--- config.mk ---
export PLATFORM = sky130hd
export DESIGN_NAME = bblur_avg_flat
export DESIGN_NICKNAME = d
export VERILOG_FILES = /design/src/design/bblur_pkg.sv /design/src/design/bblur_rsp_if.sv /design/src/design/bblur_avg.sv /design/src/flat_wrapper.sv
export VERILOG_INCLUDE_DIRS = /design/src /design/src/design
export SDC_FILE = /design/constraint.sdc
export NUM_CORES = 1
export LEC_CHECK = 0
export BUFFER_PORTS_ARGS = -buffer_cell sky130_fd_sc_hd__buf_4
export CAP_MARGIN = 10
export CORE_MARGIN = 2
export CORE_UTILIZATION = 48
export DETAILED_ROUTE_END_ITERATION = 8
export HOLD_SLACK_MARGIN = 0.1
export PLACE_DENSITY = 0.78
export SYNTH_ARGS = -nofsm -noshare
export SYNTH_HDL_FRONTEND = slang
export SYNTH_SLANG_ARGS = --single-unit
--- constraint.sdc ---
create_clock -name clock -period 4.5 [get_ports clock]
set_input_delay 0.225 -clock clock [delete_from_list [all_inputs] [get_ports clock]]
set_output_delay 0.225 -clock clock [all_outputs]
set_load 0.05 [all_outputs]
--- src/design/box_blur_3x3_rgb_macros.svh ---
// assertion macros shared by the box blur modules
`ifndef BOX_BLUR_3X3_RGB_MACROS_SVH
`define BOX_BLUR_3X3_RGB_MACROS_SVH

// same-cycle implication
`define BB_ASSERT_IMPL(label, clk, rst, ante, cons) \
   label: assert property (@(posedge clk) disable iff (rst) (ante) |-> (cons)) \
      else $error("box blur assertion failed");

// next-cycle implication
`define BB_ASSERT_NEXT(label, clk, rst, ante, cons) \
   label: assert property (@(posedge clk) disable iff (rst) (ante) |=> (cons)) \
      else $error("box blur assertion failed");

`endif

--- src/design/bblur_pkg.sv ---
// types and constants of the box blur
`default_nettype none
package bblur_pkg;

   localparam int MAX_WIDTH = 1024;
   localparam int COL_W     = $clog2(MAX_WIDTH);
   localparam int WIDTH_W   = 11;
   localparam int HEIGHT_W  = 12;
   localparam int EW        = (COL_W + 1 > WIDTH_W) ? COL_W + 1 : WIDTH_W;
   localparam int PIX_W     = 32;
   localparam int RGB_W     = 24;
   localparam int CHAN_W    = 8;
   localparam int SUM_W     = 12;
   localparam int MAX_SUM   = 9 * 255;
   localparam int RECIP     = 3641;
   localparam int RECIP_W   = 12;
   localparam int RECIP_SHIFT = 15;
   localparam int PROD_W    = SUM_W + RECIP_W;
   localparam int ADDR_W    = 3;
   localparam int DATA_W    = 32;

   localparam logic [WIDTH_W-1:0]  WIDTH_RESET  = WIDTH_W'(800);
   localparam logic [HEIGHT_W-1:0] HEIGHT_RESET = HEIGHT_W'(600);
   localparam logic [HEIGHT_W-1:0] ROW_LIMIT    = '1;
   localparam logic [CHAN_W-1:0]   ALPHA_FILL   = 8'hFF;

   typedef enum logic {
      REG_FRAME_WIDTH  = 1'b0,
      REG_FRAME_HEIGHT = 1'b1
   } reg_type;

   typedef logic [COL_W-1:0] col_type;

   typedef struct packed {
      logic top_ok;
      logic bot_ok;
      logic left_ok;
      logic right_ok;
   } mask_type;

   typedef struct packed {
      col_type  col;
      logic     emit;
      logic     last;
      mask_type mask;
   } ctrl_type;

   typedef struct packed {
      logic [SUM_W-1:0] r;
      logic [SUM_W-1:0] g;
      logic [SUM_W-1:0] b;
   } sum_type;

endpackage
`default_nettype wire

--- src/design/bblur_rsp_if.sv ---
// result item channel
`default_nettype none
interface bblur_rsp_if import bblur_pkg::*; ();
   logic             valid;
   logic             ready;
   logic [PIX_W-1:0] blurred_word;
   logic             last_of_frame;

   modport source (output valid, output blurred_word, output last_of_frame, input ready);
   modport sink   (input valid, input blurred_word, input last_of_frame, output ready);
endinterface
`default_nettype wire

--- src/design/bblur_avg.sv ---
// divide by nine and result register
`default_nettype none
`include "box_blur_3x3_rgb_macros.svh"
module bblur_avg import bblur_pkg::*; (
   input  wire logic     clock,
   input  wire logic     reset,
   input  wire logic     s2_valid,
   input  wire sum_type  s2_sum,
   input  wire logic     s2_last,
   output logic          out_free,
   bblur_rsp_if.source   rsp_bus
);
   logic              out_valid_ff, out_valid_in;
   logic [PIX_W-1:0]  word_ff, word_in;
   logic              last_ff;
   logic [PROD_W-1:0] prod_r, prod_g, prod_b;

   assign out_free = !out_valid_ff || rsp_bus.ready;

   always_comb begin
      prod_r       = PROD_W'(s2_sum.r) * PROD_W'(RECIP);
      prod_g       = PROD_W'(s2_sum.g) * PROD_W'(RECIP);
      prod_b       = PROD_W'(s2_sum.b) * PROD_W'(RECIP);
      word_in      = {prod_r[RECIP_SHIFT +: CHAN_W], prod_g[RECIP_SHIFT +: CHAN_W],
                      prod_b[RECIP_SHIFT +: CHAN_W], ALPHA_FILL};
      out_valid_in = out_free ? s2_valid : out_valid_ff;
   end

   always_ff @(posedge clock) begin
      if (reset) begin
         out_valid_ff <= 1'b0;
      end else begin
         out_valid_ff <= out_valid_in;
      end
   end

   always_ff @(posedge clock) begin
      if (out_free && s2_valid) begin
         word_ff <= word_in;
         last_ff <= s2_last;
      end
   end

   assign rsp_bus.valid         = out_valid_ff;
   assign rsp_bus.blurred_word  = word_ff;
   assign rsp_bus.last_of_frame = last_ff;
endmodule
`default_nettype wire

--- src/flat_wrapper.sv ---
// flat-port wrapper written by rule: the top's interface ports become plain ports
module bblur_avg_flat import bblur_pkg::*;
  (clock, reset, s2_valid, s2_sum, s2_last, out_free, rsp_bus_valid, rsp_bus_blurred_word, rsp_bus_last_of_frame, rsp_bus_ready);
  bblur_rsp_if rsp_bus_i ();
  input  wire logic clock;
  input  wire logic reset;
  input  wire logic s2_valid;
  input  wire sum_type s2_sum;
  input  wire logic s2_last;
  output logic out_free;
  output wire logic [$bits(rsp_bus_i.valid)-1:0] rsp_bus_valid;
  output wire logic [$bits(rsp_bus_i.blurred_word)-1:0] rsp_bus_blurred_word;
  output wire logic [$bits(rsp_bus_i.last_of_frame)-1:0] rsp_bus_last_of_frame;
  input wire logic [$bits(rsp_bus_i.ready)-1:0] rsp_bus_ready;
  assign rsp_bus_valid = rsp_bus_i.valid;
  assign rsp_bus_blurred_word = rsp_bus_i.blurred_word;
  assign rsp_bus_last_of_frame = rsp_bus_i.last_of_frame;
  assign rsp_bus_i.ready = rsp_bus_ready;
  bblur_avg u_core (.clock(clock), .reset(reset), .s2_valid(s2_valid), .s2_sum(s2_sum), .s2_last(s2_last), .out_free(out_free), .rsp_bus(rsp_bus_i));
endmodule
==> reports/metrics.csv <==
metric,value,unit
grt_pass1_vias,5339,
peakVddDrop,0.0002916,V
first_pass_iters,4,
num_vias,4944,
synth.area.mux_share,0.1440,%
ys.flop_type,edfxtp_1,
clock_skew,0.005185,ns
numCtsBuffers,3,
setup_viol,0,
finalHoldViolCount,0,
fillers,1187,
die_h,124.3,um
synth_top_area_share,35.82,%
clock-root-buffer,clkbuf_16,
antenna_found_initial,0,
stdcell_area,0.008154,mm2
drt-initial-drc-count,222,
grt_max_degree,26,
synth_fa_ha_area_share,60.88,%
end_kind,flop,
finalCriticalPeriod,4.316,ns
power_density,644.1,mW/mm2
ys_seq_area_share,11.09,%
path_clk_slew,0.07,ns
maxCapViolations,0,
ys_types,44,
synth_top_family_by_area,adder cells,
core-area,0.01399,mm2
ys_warn_count,0,
synth.area.top_cells,"ha_1 36%, fa_1 25%, edfxtp_1 11%",
drive_gt1_share,16.56,%
cts_sinks,26,
wl_per_cell,14.53,um
grt_pass1_wl,24.27,mm
worstMarginPinSlew,1.156,ns
syn_area,0.006950,mm2
cp.arrival,4.33,ns
antenna_cells,0,
synth-edff-count,25,
place_area,0.007983,mm2
dp_hpwl,12.98,mm
gr-usage-all-layers,18.69,%
synth_common_cells,"199 x ha_1, 175 x inv_1, 87 x fa_1",
yosys.area.top_type,ha_1,
postSynthAreaPerCell,10.19,um2
leakage,4.556,nW
cp_cell_sequence,"buf_4, inv_1, buf_4, fa_1, inv_1, ha_1, xor2_1, ha_1, a21o_1, fa_1, ha_1, ha_1, nand3_1, o21bai_2, buf_4, o211ai_2, buf_4, nand3_1, mux2i_1, xor2_1",
routabilityCongestion,0.8963,
vias_per_cell,5.060,
period_share,95.90,%
start_util,49.69,%
cpPeakStageDelay,0.53,ns
cp_slowest_cell,fa_1,
crit_family,adder cells,
synth_xor_area_share,5.041,%
clk_latency,0.26,ns
synthSimpleGateAreaFrac,4.320,%
path_class,in2reg,
synth_async_sr_flop_share,0,%
dieArea,0.01546,mm2
synth_cells,682,
grt-ovfl-total,0,
port_buffers,67,
htree_num_levels,1,
synth_most_common_cell,ha_1,
slew_violations,0,
start_kind,primary input,
min_path_type,in2reg,
fp-row-count,43,
cp_max_fo,3,
relSlewSlack,22.92,%
ios,76,
synth_compound_area_share,8.047,%
layout.nets,1125,
required,4.51,ns
cts_buffer_depth,2,
postRouteAntennaNets,0,
setup_ws,0.1843,ns
dp_slack,-0.1042,ns
finalWirelength,14.19,mm
syn2layout_area_growth,17.32,%
status,finished clean,
die_x,124.3,um
fmax,231.7,MHz
post-route-drc-count,0,
critPathBufInv,6,
synth-seq-cells,26,
cts_tree,built,
[state kept, by name, summed over array words and instances (netlist names)]
register	flops
u_core.rsp_bus.last_of_frame	1
u_core.rsp_bus.valid	1
u_core.rsp_bus.blurred_word	24
[routing by layer]
metal  vias to the layer above  share of wire [%]  track usage [%]
met3                        15                3.5            1.890
li1                       2458                  -                -
met1                      2372                 44            24.41
met5                         -                  0                0
met4                         0                1.0            2.379
met2                        99                 51            34.36
[final timing paths]
kind | start | to | slack, ns | cells past startpoint
worst min-delay path | reset | u_core.rsp_bus.valid | 0.11 | 2
worst max-delay path | s2_sum[2] | u_core.rsp_bus.blurred_word[13] | 0.18 | 20
worst max register to register | u_core.rsp_bus.valid | u_core.rsp_bus.blurred_word[28] | 2.78 | 2
worst min register to register | u_core.rsp_bus.valid | u_core.rsp_bus.valid | 0.53 | 2
[area by class of cell]
cell class | instances | area [um2] | share of cell area [%]
repair buffers | 114 | 855.8 | 10.50
clock inverters | 1 | 30.03 | 0.3683
multi-input cells | 478 | 5540 | 67.95
well taps | 180 | 225.2 | 2.762
inverters | 175 | 656.9 | 8.056
clock buffers | 3 | 75.07 | 0.9207
flip-flops and latches | 26 | 770.7 | 9.452
[where the power goes]
part	internal [mW]	leakage (nW)	total, mW	switching [mW]
Sequential	0.506	0.251	0.545	0.0386
Combinational	1.91	4.25	4.45	2.54
Clock	0.177	0.0511	0.262	0.0850
[through the flow]
| step | total power [mW] | hold slack (ns) | instances | utilization [%] | TNS, ns |
|---|---|---|---|---|---|
| after floorplan | 3.639 | 0.2941 | 689 | - | 0 |
| after global placement | 4.727 | 0.3809 | 972 | 57.07 | -0.06998 |
| after detailed placement | 4.864 | 0.3815 | 972 | 57.07 | -0.5234 |
| after CTS | 5.174 | 0.1054 | 976 | 57.82 | 0 |
| after global routing | 5.832 | 0.1081 | 977 | 58.29 | -0.01857 |
| final | 5.252 | 0.1071 | 977 | 58.29 | 0 |
[kinds of logic after synthesis]
logic type,count (synthesis)
xor gates and xnor gates,40
other,1
and+or+nand+nor,61
muxes,1
AOI/OAI and AO/OA,82
adders and majority gates,286
buffers and inverters,185
DFF,26
[worst register-to-register path, stage by stage (launching register included)]
cell	delay [ns]
dfxtp_1	0.31
nand2b_1	0.11
and2_1	0.91
[repair_timing]
| action | CTS | global route |
|---|---|---|
| resized for setup | 0 | 9 |
| hold buffers | 0 | 0 |
| setup buffers | 0 | 1 |
| endpoints found under the setup margin | 0 | 6 |
[cells in the final DEF (no fill, tap or decap), types with 3 or more instances in the layout]
cell,count
edfxtp_1,25
o21ai_0,12
nor2_1,14
xnor2_1,25
fa_1,87
buf_4,114
a211oi_1,3
nand4_1,8
a21oi_1,22
conb_1,8
a31oi_1,6
clkbuf_16,3
nand2b_1,3
ha_1,197
xor2_1,15
a21o_1,11
and2_1,3
inv_1,175
o21ai_1,4
nand2_1,15
nand3_1,10
Note: power is estimated with default switching activity, not from simulation.
