## config.mk

```make
export PLATFORM = sky130hd
export DESIGN_NAME = bblur_ctrl
export DESIGN_NICKNAME = d
export VERILOG_FILES = /design/src/design/bblur_pkg.sv /design/src/design/bblur_ctrl.sv
export VERILOG_INCLUDE_DIRS = /design/src /design/src/design
export SDC_FILE = /design/constraint.sdc
export NUM_CORES = 1
export LEC_CHECK = 0
export BUFFER_PORTS_ARGS = -buffer_cell sky130_fd_sc_hd__buf_4
export CORE_AREA = 5 5 88 90
export DETAILED_ROUTE_END_ITERATION = 16
export DIE_AREA = 0 0 93 95
export GPL_TIMING_DRIVEN = 1
export MAX_ROUTING_LAYER = met4
export PLACE_DENSITY = 0.73
export SLEW_MARGIN = 20
export SYNTH_ARGS = -nofsm -noshare
export SYNTH_HDL_FRONTEND = slang
export SYNTH_SLANG_ARGS = --single-unit
export TNS_END_PERCENT = 1
```

## constraint.sdc

```tcl
create_clock -name clock -period 3 [get_ports clock]
set_input_delay 0 -clock clock [delete_from_list [all_inputs] [get_ports clock]]
set_output_delay 0 -clock clock [all_outputs]
set_load 0.02 [all_outputs]
```

## src/design/box_blur_3x3_rgb_macros.svh

```systemverilog
// assertion macros shared by the box blur modules
`ifndef BOX_BLUR_3X3_RGB_MACROS_SVH
`define BOX_BLUR_3X3_RGB_MACROS_SVH

// same-cycle implication
`define BB_ASSERT_IMPL(label, clk, rst, ante, cons) \
   label: assert property (@(posedge clk) disable iff (rst) (ante) |-> (cons)) \
      else $error("box blur assertion failed");

// next-cycle implication
`define BB_ASSERT_NEXT(label, clk, rst, ante, cons) \
   label: assert property (@(posedge clk) disable iff (rst) (ante) |=> (cons)) \
      else $error("box blur assertion failed");

`endif

```

## src/design/bblur_pkg.sv

```systemverilog
// types and constants of the box blur
`default_nettype none
package bblur_pkg;

   localparam int MAX_WIDTH = 1024;
   localparam int COL_W     = $clog2(MAX_WIDTH);
   localparam int WIDTH_W   = 11;
   localparam int HEIGHT_W  = 12;
   localparam int EW        = (COL_W + 1 > WIDTH_W) ? COL_W + 1 : WIDTH_W;
   localparam int PIX_W     = 32;
   localparam int RGB_W     = 24;
   localparam int CHAN_W    = 8;
   localparam int SUM_W     = 12;
   localparam int MAX_SUM   = 9 * 255;
   localparam int RECIP     = 3641;
   localparam int RECIP_W   = 12;
   localparam int RECIP_SHIFT = 15;
   localparam int PROD_W    = SUM_W + RECIP_W;
   localparam int ADDR_W    = 3;
   localparam int DATA_W    = 32;

   localparam logic [WIDTH_W-1:0]  WIDTH_RESET  = WIDTH_W'(800);
   localparam logic [HEIGHT_W-1:0] HEIGHT_RESET = HEIGHT_W'(600);
   localparam logic [HEIGHT_W-1:0] ROW_LIMIT    = '1;
   localparam logic [CHAN_W-1:0]   ALPHA_FILL   = 8'hFF;

   typedef enum logic {
      REG_FRAME_WIDTH  = 1'b0,
      REG_FRAME_HEIGHT = 1'b1
   } reg_type;

   typedef logic [COL_W-1:0] col_type;

   typedef struct packed {
      logic top_ok;
      logic bot_ok;
      logic left_ok;
      logic right_ok;
   } mask_type;

   typedef struct packed {
      col_type  col;
      logic     emit;
      logic     last;
      mask_type mask;
   } ctrl_type;

   typedef struct packed {
      logic [SUM_W-1:0] r;
      logic [SUM_W-1:0] g;
      logic [SUM_W-1:0] b;
   } sum_type;

endpackage
`default_nettype wire

```

## src/design/bblur_ctrl.sv

```systemverilog
// raster position counters and per-item control
`default_nettype none
`include "box_blur_3x3_rgb_macros.svh"
module bblur_ctrl import bblur_pkg::*; (
   input  wire logic                clock,
   input  wire logic                reset,
   input  wire logic                accept,
   input  wire logic [WIDTH_W-1:0]  frame_width,
   input  wire logic [HEIGHT_W-1:0] frame_height,
   output ctrl_type                 ctrl
);
   col_type             in_col_ff, in_col_in;
   col_type             out_col_ff, out_col_in;
   logic [HEIGHT_W-1:0] in_row_ff, in_row_in;
   logic [HEIGHT_W-1:0] out_row_ff, out_row_in;
   logic [EW-1:0]       w_eff, in_col_nx, out_col_nx;
   logic [HEIGHT_W-1:0] h_eff;
   logic [HEIGHT_W:0]   out_row_nx;
   logic                emit, last, bot_ok, right_ok;

   always_comb begin
      if (frame_width == '0) begin
         w_eff = EW'(1);
      end else if (EW'(frame_width) > EW'(MAX_WIDTH)) begin
         w_eff = EW'(MAX_WIDTH);
      end else begin
         w_eff = EW'(frame_width);
      end
      h_eff      = (frame_height == '0) ? HEIGHT_W'(1) : frame_height;
      in_col_nx  = EW'(in_col_ff) + EW'(1);
      out_col_nx = EW'(out_col_ff) + EW'(1);
      out_row_nx = {1'b0, out_row_ff} + (HEIGHT_W + 1)'(1);
      emit       = (in_row_ff >= HEIGHT_W'(2)) ||
                   ((in_row_ff == HEIGHT_W'(1)) && (in_col_ff != '0));
      bot_ok     = out_row_nx < {1'b0, h_eff};
      right_ok   = out_col_nx < w_eff;
      last       = !bot_ok && !right_ok;

      ctrl.col           = in_col_ff;
      ctrl.emit          = emit;
      ctrl.last          = last;
      ctrl.mask.top_ok   = out_row_ff != '0;
      ctrl.mask.bot_ok   = bot_ok;
      ctrl.mask.left_ok  = out_col_ff != '0;
      ctrl.mask.right_ok = right_ok;

      in_col_in  = in_col_ff;
      in_row_in  = in_row_ff;
      out_col_in = out_col_ff;
      out_row_in = out_row_ff;
      if (accept) begin
         if (in_col_nx >= w_eff) begin
            in_col_in = '0;
            if (in_row_ff != ROW_LIMIT) begin
               in_row_in = in_row_ff + HEIGHT_W'(1);
            end
         end else begin
            in_col_in = in_col_nx[COL_W-1:0];
         end
         if (emit) begin
            if (last) begin
               in_col_in  = '0;
               in_row_in  = '0;
               out_col_in = '0;
               out_row_in = '0;
            end else if (out_col_nx >= w_eff) begin
               out_col_in = '0;
               out_row_in = out_row_nx[HEIGHT_W-1:0];
            end else begin
               out_col_in = out_col_nx[COL_W-1:0];
            end
         end
      end
   end

   always_ff @(posedge clock) begin
      if (reset) begin
         in_col_ff  <= '0;
         in_row_ff  <= '0;
         out_col_ff <= '0;
         out_row_ff <= '0;
      end else begin
         in_col_ff  <= in_col_in;
         in_row_ff  <= in_row_in;
         out_col_ff <= out_col_in;
         out_row_ff <= out_row_in;
      end
   end

   // end of frame returns every counter to the origin
   `BB_ASSERT_NEXT(a_last_clears, clock, reset, accept && emit && last, (in_col_ff == '0) && (in_row_ff == '0) && (out_col_ff == '0) && (out_row_ff == '0))
endmodule
`default_nettype wire

```

==> results.sh, run 1 <==
export IMPL_drv_cap=0
export IMPL_grt_max_degree=31
export IMPL_antenna_left=0
export IMPL_die_w_um=93
export IMPL_layout_commonest_cell="buf_4"
export IMPL_setup_viol=0
export IMPL_layout_common_cells="83 x buf_4, 50 x nand2_1, 39 x inv_1, 39 x ha_1, 38 x a21oi_1"
export IMPL_grt_antenna_before_repair=0
export IMPL_worstSetupPathType="flop to flop"
export IMPL_grt_pass1_vias=3272
export IMPL_finalHoldViolCount=0
export IMPL_htree_num_levels=2
export IMPL_min_period_ps=2950
export IMPL_synth_top_cell_area_share=0.245
export IMPL_drive_gt1_frac=0.262
export IMPL_outcome="complete, no violations"
export IMPL_rsz0062_at_grt="true"
export IMPL_synthArstFlopShare=0
export IMPL_synth_edf_count=0
export IMPL_ys_seq_area_frac=0.245
export IMPL_drcViolationCount=0
export IMPL_skew_ps=14.4
export IMPL_gp_congestion=0.865
export IMPL_die_area_um2=8840
export IMPL_slew_violations=0
export IMPL_power_mw=1.22
export IMPL_hp_class="input port to flop"
export IMPL_yosysTopAreaCell="dfxtp_1"
export IMPL_met3WireLength_um=340
export IMPL_gr_total_overflow=0
export IMPL_m1WireLength_um=4100
export IMPL_ys_types=56
export IMPL_cts_hold_buffers=0
export IMPL_cts_tree="yes"
export IMPL_end_kind="flop"
export IMPL_insertion_delay_ps=310
export IMPL_ir_drop_uv=232
export IMPL_fmax_ghz=0.339
export IMPL_grt_pass1_wl_um=14600
export IMPL_clockRootBuffer="clkbuf_8"
export IMPL_finalNonFillerCells=612
export IMPL_met2RoutedLength_um=4520
export IMPL_coreArea_um2=6980
export IMPL_critPathMaxFanout=10
export IMPL_clock_sinks=44
export IMPL_slew_headroom=0.630
export IMPL_r2r_slack_ps=50
export IMPL_syn_cell_area_um2=3590
export IMPL_clock_path_buffers=2
export IMPL_syn_area_per_cell_um2=7.93
export IMPL_num_io_pins=42
export IMPL_power_density_nw_per_um2=272
export IMPL_r2r_cells=13
export IMPL_synth_fp_nets=521
export IMPL_top_layer_used="met4"
export IMPL_max_slew_worst_pin_slew_ps=552
export IMPL_placed_cells=598
export IMPL_drtIter0Drc=152
export IMPL_firstDrtPassIters=4
export IMPL_ys_ff_latch=44
export IMPL_initial_core_util=0.515
export IMPL_dp_hpwl_um=6740
export IMPL_wl_per_cell_um=14.9
export IMPL_num_antenna_cells=0
export IMPL_cp_arrival_ps=3150
export IMPL_die_h_um=95
export IMPL_netlist_instances=453
export IMPL_startpoint_type="flop"
export IMPL_ys_flop_type="dfxtp_1"
export IMPL_drt_wl_total_um=9090
export IMPL_synth_warnings=0
export IMPL_cts_buffers=5
export IMPL_p_leak_nw=1.98
export IMPL_synth_area_top_cells="dfxtp_1 25%, ha_1 15%, a21oi_1 5.6%"
export IMPL_rows=31
export IMPL_nets=597
export IMPL_numPortBuffers=41
export IMPL_worstHoldPathCells=2
export IMPL_crit_required_ps=3190
export IMPL_clk_pin_slew_ps=100
export IMPL_fin_crit_sh=0.984
export IMPL_via_per_inst=5.72
export IMPL_grt_usage=0.207
export IMPL_fillCellCount=594
export IMPL_area_growth_pct=24.5
export IMPL_vias=3503
[timing repair]
action	CTS	global route
setup endpoints to repair	22	46
pin swaps	2	12
resized for setup	5	28
buffers inserted	3	3
[power by group]
group | switching [mW] | internal (mW)
sequential | 0.00195 | 0.585
combinational | 0.0847 | 0.0680
clock | 0.224 | 0.251
[cell families (layout without fill, tap and decap cells)]
| kind of cell | Yosys count | after routing | synth area share |
|---|---|---|---|
| xor gates and xnor gates | 35 | 35 | 0.0853 |
| DFF | 44 | 44 | 0.245 |
| and+or+nand+nor | 179 | 179 | 0.259 |
| adders and majority gates | 42 | 42 | 0.146 |
| buffers and inverters | 56 | 133 | 0.0791 |
| AOI/OAI and AO/OA | 97 | 97 | 0.185 |
[final cells by class]
class | instances | area, um2 | share of cell area
Tap cell | 82 | 103 | 0.0229
Timing Repair Buffer | 86 | 666 | 0.149
Inverter | 39 | 146 | 0.0327
Multi-Input combinational cell | 353 | 2550 | 0.570
Clock buffer | 5 | 68.8 | 0.0154
Clock inverter | 3 | 46.3 | 0.0104
Sequential cell | 44 | 892 | 0.199
[worst max-delay path, cell delays in order (launching register included)]
cell	delay (ps)
dfxtp_4	370
ha_1	210
and3_2	230
nand3_1	130
nor2_2	60
xnor2_2	160
ha_1	330
nand3_2	110
or3_4	410
nand4_2	120
o211ai_4	120
buf_4	190
o21ai_4	310
nor3_1	100
[synthesized netlist by cell type, types with 4 or more instances]
master and number:
a21o_1 5, a21oi_1 40, a22oi_1 5, a31oi_1 4, and3_1 9, buf_4 6, dfxtp_1 44, ha_1 42
inv_1 39, nand2_1 50, nand3_1 25, nand4_1 7, nor2_1 31, nor2b_1 5, nor3_1 5, nor4_1 13
o2111ai_1 4, o211ai_1 7, o21ai_0 8, o32ai_1 6, or3_1 7, xnor2_1 13, xor2_1 22
[per-stage QoR]
step | worst slack [ps] | hold slack, ps | cell area [um2] | util | TNS [ps]
final | 49.2 | 23.9 | 4470 | 0.641 | 0
after global routing | -80.7 | 32.7 | 4470 | 0.641 | -1410
after CTS | -26.7 | 10.7 | 4330 | 0.621 | -26.7
after detailed placement | -12.2 | 344 | 4180 | 0.599 | -30.1
after global placement | 25.8 | 347 | 4180 | 0.599 | 0
after floorplan | 2.22 | 194 | 3600 | - | 0
[metal layers]
metal  vias up  GRT usage
met1      1629      0.253
met5         -          -
met4         0     0.0562
met2        71      0.356
met3        15     0.0303
li1       1788          -
[worst paths after layout]
kind                      start            end
hold / removal           accept  in_row_ff[10]
setup reg to reg  out_row_ff[0]  in_row_ff[11]
setup / recovery  out_row_ff[0]  in_row_ff[11]
hold reg to reg   out_row_ff[1]  out_row_ff[1]
[state kept, by name (all words and copies together) (netlist names)]
signal and cells:
out_row_ff 12, out_col_ff 10, in_row_ff 12, in_col_ff 10
Note: power is estimated with default switching activity, not from simulation.
==> run 2: changes to the inputs <==
--- a/config.mk
+++ b/config.mk
@@ -7,12 +7,12 @@
 export NUM_CORES = 1
 export LEC_CHECK = 0
 export BUFFER_PORTS_ARGS = -buffer_cell sky130_fd_sc_hd__buf_4
-export CORE_AREA = 5 5 88 90
+export CORE_AREA = 5 5 96 98
 export DETAILED_ROUTE_END_ITERATION = 16
-export DIE_AREA = 0 0 93 95
+export DIE_AREA = 0 0 101 103
 export GPL_TIMING_DRIVEN = 1
 export MAX_ROUTING_LAYER = met4
-export PLACE_DENSITY = 0.73
+export PLACE_DENSITY = 0.62
 export SLEW_MARGIN = 20
 export SYNTH_ARGS = -nofsm -noshare
 export SYNTH_HDL_FRONTEND = slang
==> constraint.sdc (replaced) <==
create_clock -name clock -period 2.6 [get_ports clock]
set_input_delay 0 -clock clock [delete_from_list [all_inputs] [get_ports clock]]
set_output_delay 0 -clock clock [all_outputs]
set_load 0.02 [all_outputs]
==> run 2 against run 1 <==
  * The flow now finishes with violations (setup timing)
  * Design area increased by 11%
  * Critical path type unchanged
  * Sequential cell count did not move
  * Setup slack got worse by 330 ps
  * Combinational power grew 27%
  * Critical path depth is 1 lower
  * Maximum frequency is 2.3% higher
  * First-iteration DRC count decreased by 3.3%
  * Via count increased by 4.3%
  * Highest routed layer unchanged
==> results.sh, run 2 (synthesis gave the netlist of run 1 again) <==
export IMPL_startpoint_type="flop"
export IMPL_drt_wl_total_um=9500
export IMPL_die_w_um=101
export IMPL_clock_sinks=44
export IMPL_path_cells="ha_4, and3_4, and3_4, and3_4, xor2_1, ha_1, nand4_1, o31ai_4, buf_6, o21ai_4, or4_1, a21oi_1"
export IMPL_area_growth_pct=38.4
export IMPL_crit_required_ps=2840
export IMPL_comb_power_share=0.140
export IMPL_r2r_start="in_col_ff[0]"
export IMPL_num_io_pins=42
export IMPL_via_per_inst=5.35
export IMPL_htree_num_levels=2
export IMPL_fin_crit_sh=1.11
export IMPL_firstDrtPassIters=4
export IMPL_cts_tree="yes"
export IMPL_drcViolationCount=0
export IMPL_cts_hold_buffers=0
export IMPL_setup_viol=35
export IMPL_die_h_um=103
export IMPL_ir_drop_uv=230
export IMPL_fmax_ghz=0.347
export IMPL_switchingPower_uw=377
export IMPL_drive_gt1_frac=0.351
export IMPL_drtIter0Drc=147
export IMPL_internal_power_mw=1.02
export IMPL_multi_input_area_um2=2670
export IMPL_slew_headroom=0.613
export IMPL_m1WireLength_um=4280
export IMPL_grt_antenna_before_repair=0
export IMPL_crit_cells=12
export IMPL_dp_hpwl_um=7470
export IMPL_grt_pass1_vias=3638
export IMPL_power_frac_clock=0.372
export IMPL_grt_max_degree=31
export IMPL_hp_class="input port to flop"
export IMPL_fillCellCount=744
export IMPL_timing_rr_end="in_row_ff[5]"
export IMPL_outcome="finished, violations left"
export IMPL_gp_congestion=0.881
export IMPL_met2RoutedLength_um=4860
export IMPL_grt_pass1_wl_um=15800
export IMPL_min_period_ps=2880
export IMPL_vias=3655
export IMPL_die_area_um2=10400
export IMPL_end_kind="flop"
export IMPL_top_layer_used="met4"
export IMPL_r2r_slack_ps=-280
export IMPL_violations="setup timing"
export IMPL_crit_top_cell="and3_4"
export IMPL_initial_core_util=0.429
export IMPL_rsz0062_at_grt="true"
export IMPL_insertion_delay_ps=300
export IMPL_skew_ps=15.2
export IMPL_critPathBufInv=1
export IMPL_finalHoldViolCount=0
export IMPL_critPathMaxFanout=6
export IMPL_cp_arrival_ps=3130
export IMPL_critPathMaxStageDelay_ps=520
export IMPL_clk_pin_slew_ps=100
export IMPL_critPathSlowestCell="or4_1"
export IMPL_power_frac_seq=0.488
export IMPL_nets=642
export IMPL_antenna_left=0
export IMPL_drv_cap=0
export IMPL_power_mw=1.39
export IMPL_met3WireLength_um=313
export IMPL_slew_violations=0
export IMPL_top_regs="in_row_ff x12, out_row_ff x12"
export IMPL_final_setup_tns_ps=-5430
export IMPL_max_slew_worst_pin_slew_ps=577
export IMPL_grt_usage=0.190
export IMPL_clock_path_buffers=2
export IMPL_power_density_nw_per_um2=280
export IMPL_num_antenna_cells=0
export IMPL_numPortBuffers=41
export IMPL_crit_start="in_col_ff[0]"
export IMPL_place_ws_ps=-271
export IMPL_worstSetupPathType="flop to flop"
export IMPL_wl_per_cell_um=13.9
export IMPL_seqCellArea_um2=898
export IMPL_crit_end="in_row_ff[5]"
export IMPL_fin_ws_ps=-283
export IMPL_coreArea_um2=8380
export IMPL_p_leak_nw=2.20
export IMPL_clockRootBuffer="clkbuf_8"
export IMPL_r2r_cells=12
export IMPL_cts_buffers=5
export IMPL_p_sw_frac=0.270
export IMPL_critPathTopFamily="simple AND/OR/NAND/NOR gates"
export IMPL_layout_common_cells="122 x buf_4, 49 x nand2_1, 39 x inv_1"
export IMPL_layout_commonest_cell="buf_4"
export IMPL_rows=34
export IMPL_gr_total_overflow=0
==> run 2: cell count changes in the layout (fill, tap and decap cells not counted), moves of 3 or more <==
| cell | before | now |
|---|---|---|
| nand3_1 | 23 | 19 |
| a21oi_2 | 2 | 5 |
| dfxtp_1 | 37 | 34 |
| buf_6 | 2 | 7 |
| buf_4 | 83 | 122 |
| a21oi_1 | 38 | 35 |
==> run 2: worst min path at each step <==
stage                     startpoint            end  slack, ps  cells past startpoint
after floorplan                reset  out_row_ff[6]        190                      2
after detailed placement      accept  in_row_ff[10]        360                      2
after global placement        accept  in_row_ff[10]        350                      2
after global routing          accept   in_col_ff[0]         60                      3
after CTS                     accept  in_row_ff[10]         20                      2
final                         accept   in_col_ff[1]         50                      3
==> run 2: what timing repair did <==
action                     in CTS  in global routing
gates resized for setup        19                 21
pin swaps                       7                 20
setup buffers                   2                  4
gates cloned                    0                  1
setup endpoints to repair      47                 47
==> run 2: layout make-up <==
class                           instances  area share
Clock inverter                          2     0.00327
Inverter                               39      0.0294
Multi-Input combinational cell        354       0.536
Sequential cell                        44       0.181
Timing Repair Buffer                  130       0.204
Clock buffer                            6      0.0189
Tap cell                              108      0.0272
==> run 2: through the flow <==
| step | hold slack (ps) | area [um2] | utilization | std cells |
|---|---|---|---|---|
| 6_report | 51.0 | 4970 | 0.593 | 683 |
| 5_1_grt | 58.7 | 4970 | 0.593 | 683 |
| 4_1_cts | 21.5 | 4820 | 0.575 | 678 |
| 3_5_place_dp | 355 | 4630 | 0.552 | 668 |
| 3_3_place_gp | 347 | 4630 | 0.552 | 668 |
| 2_1_floorplan | 194 | 3690 | - | 453 |
==> run 2: routing by layer <==
layer,global-route usage,vias up
met5,-,-
met4,0.0511,0
met2,0.342,59
met1,0.221,1713
met3,0.0291,4
li1,-,1879
==> run 2: power by group through the flow <==
stage | registers [mW] | clock network [mW] | logic, mW
after detailed placement | 0.696 | 0 | 0.179
after global placement | 0.695 | 0 | 0.174
after floorplan | 0.700 | 0 | 0.0960
after global routing | 0.681 | 0.562 | 0.217
after CTS | 0.680 | 0.536 | 0.183
final | 0.680 | 0.519 | 0.195
==> run 2: worst min-delay path: stages <==
cell,delay (ps)
buf_4,180
o2111ai_4,80
a21oi_2,50
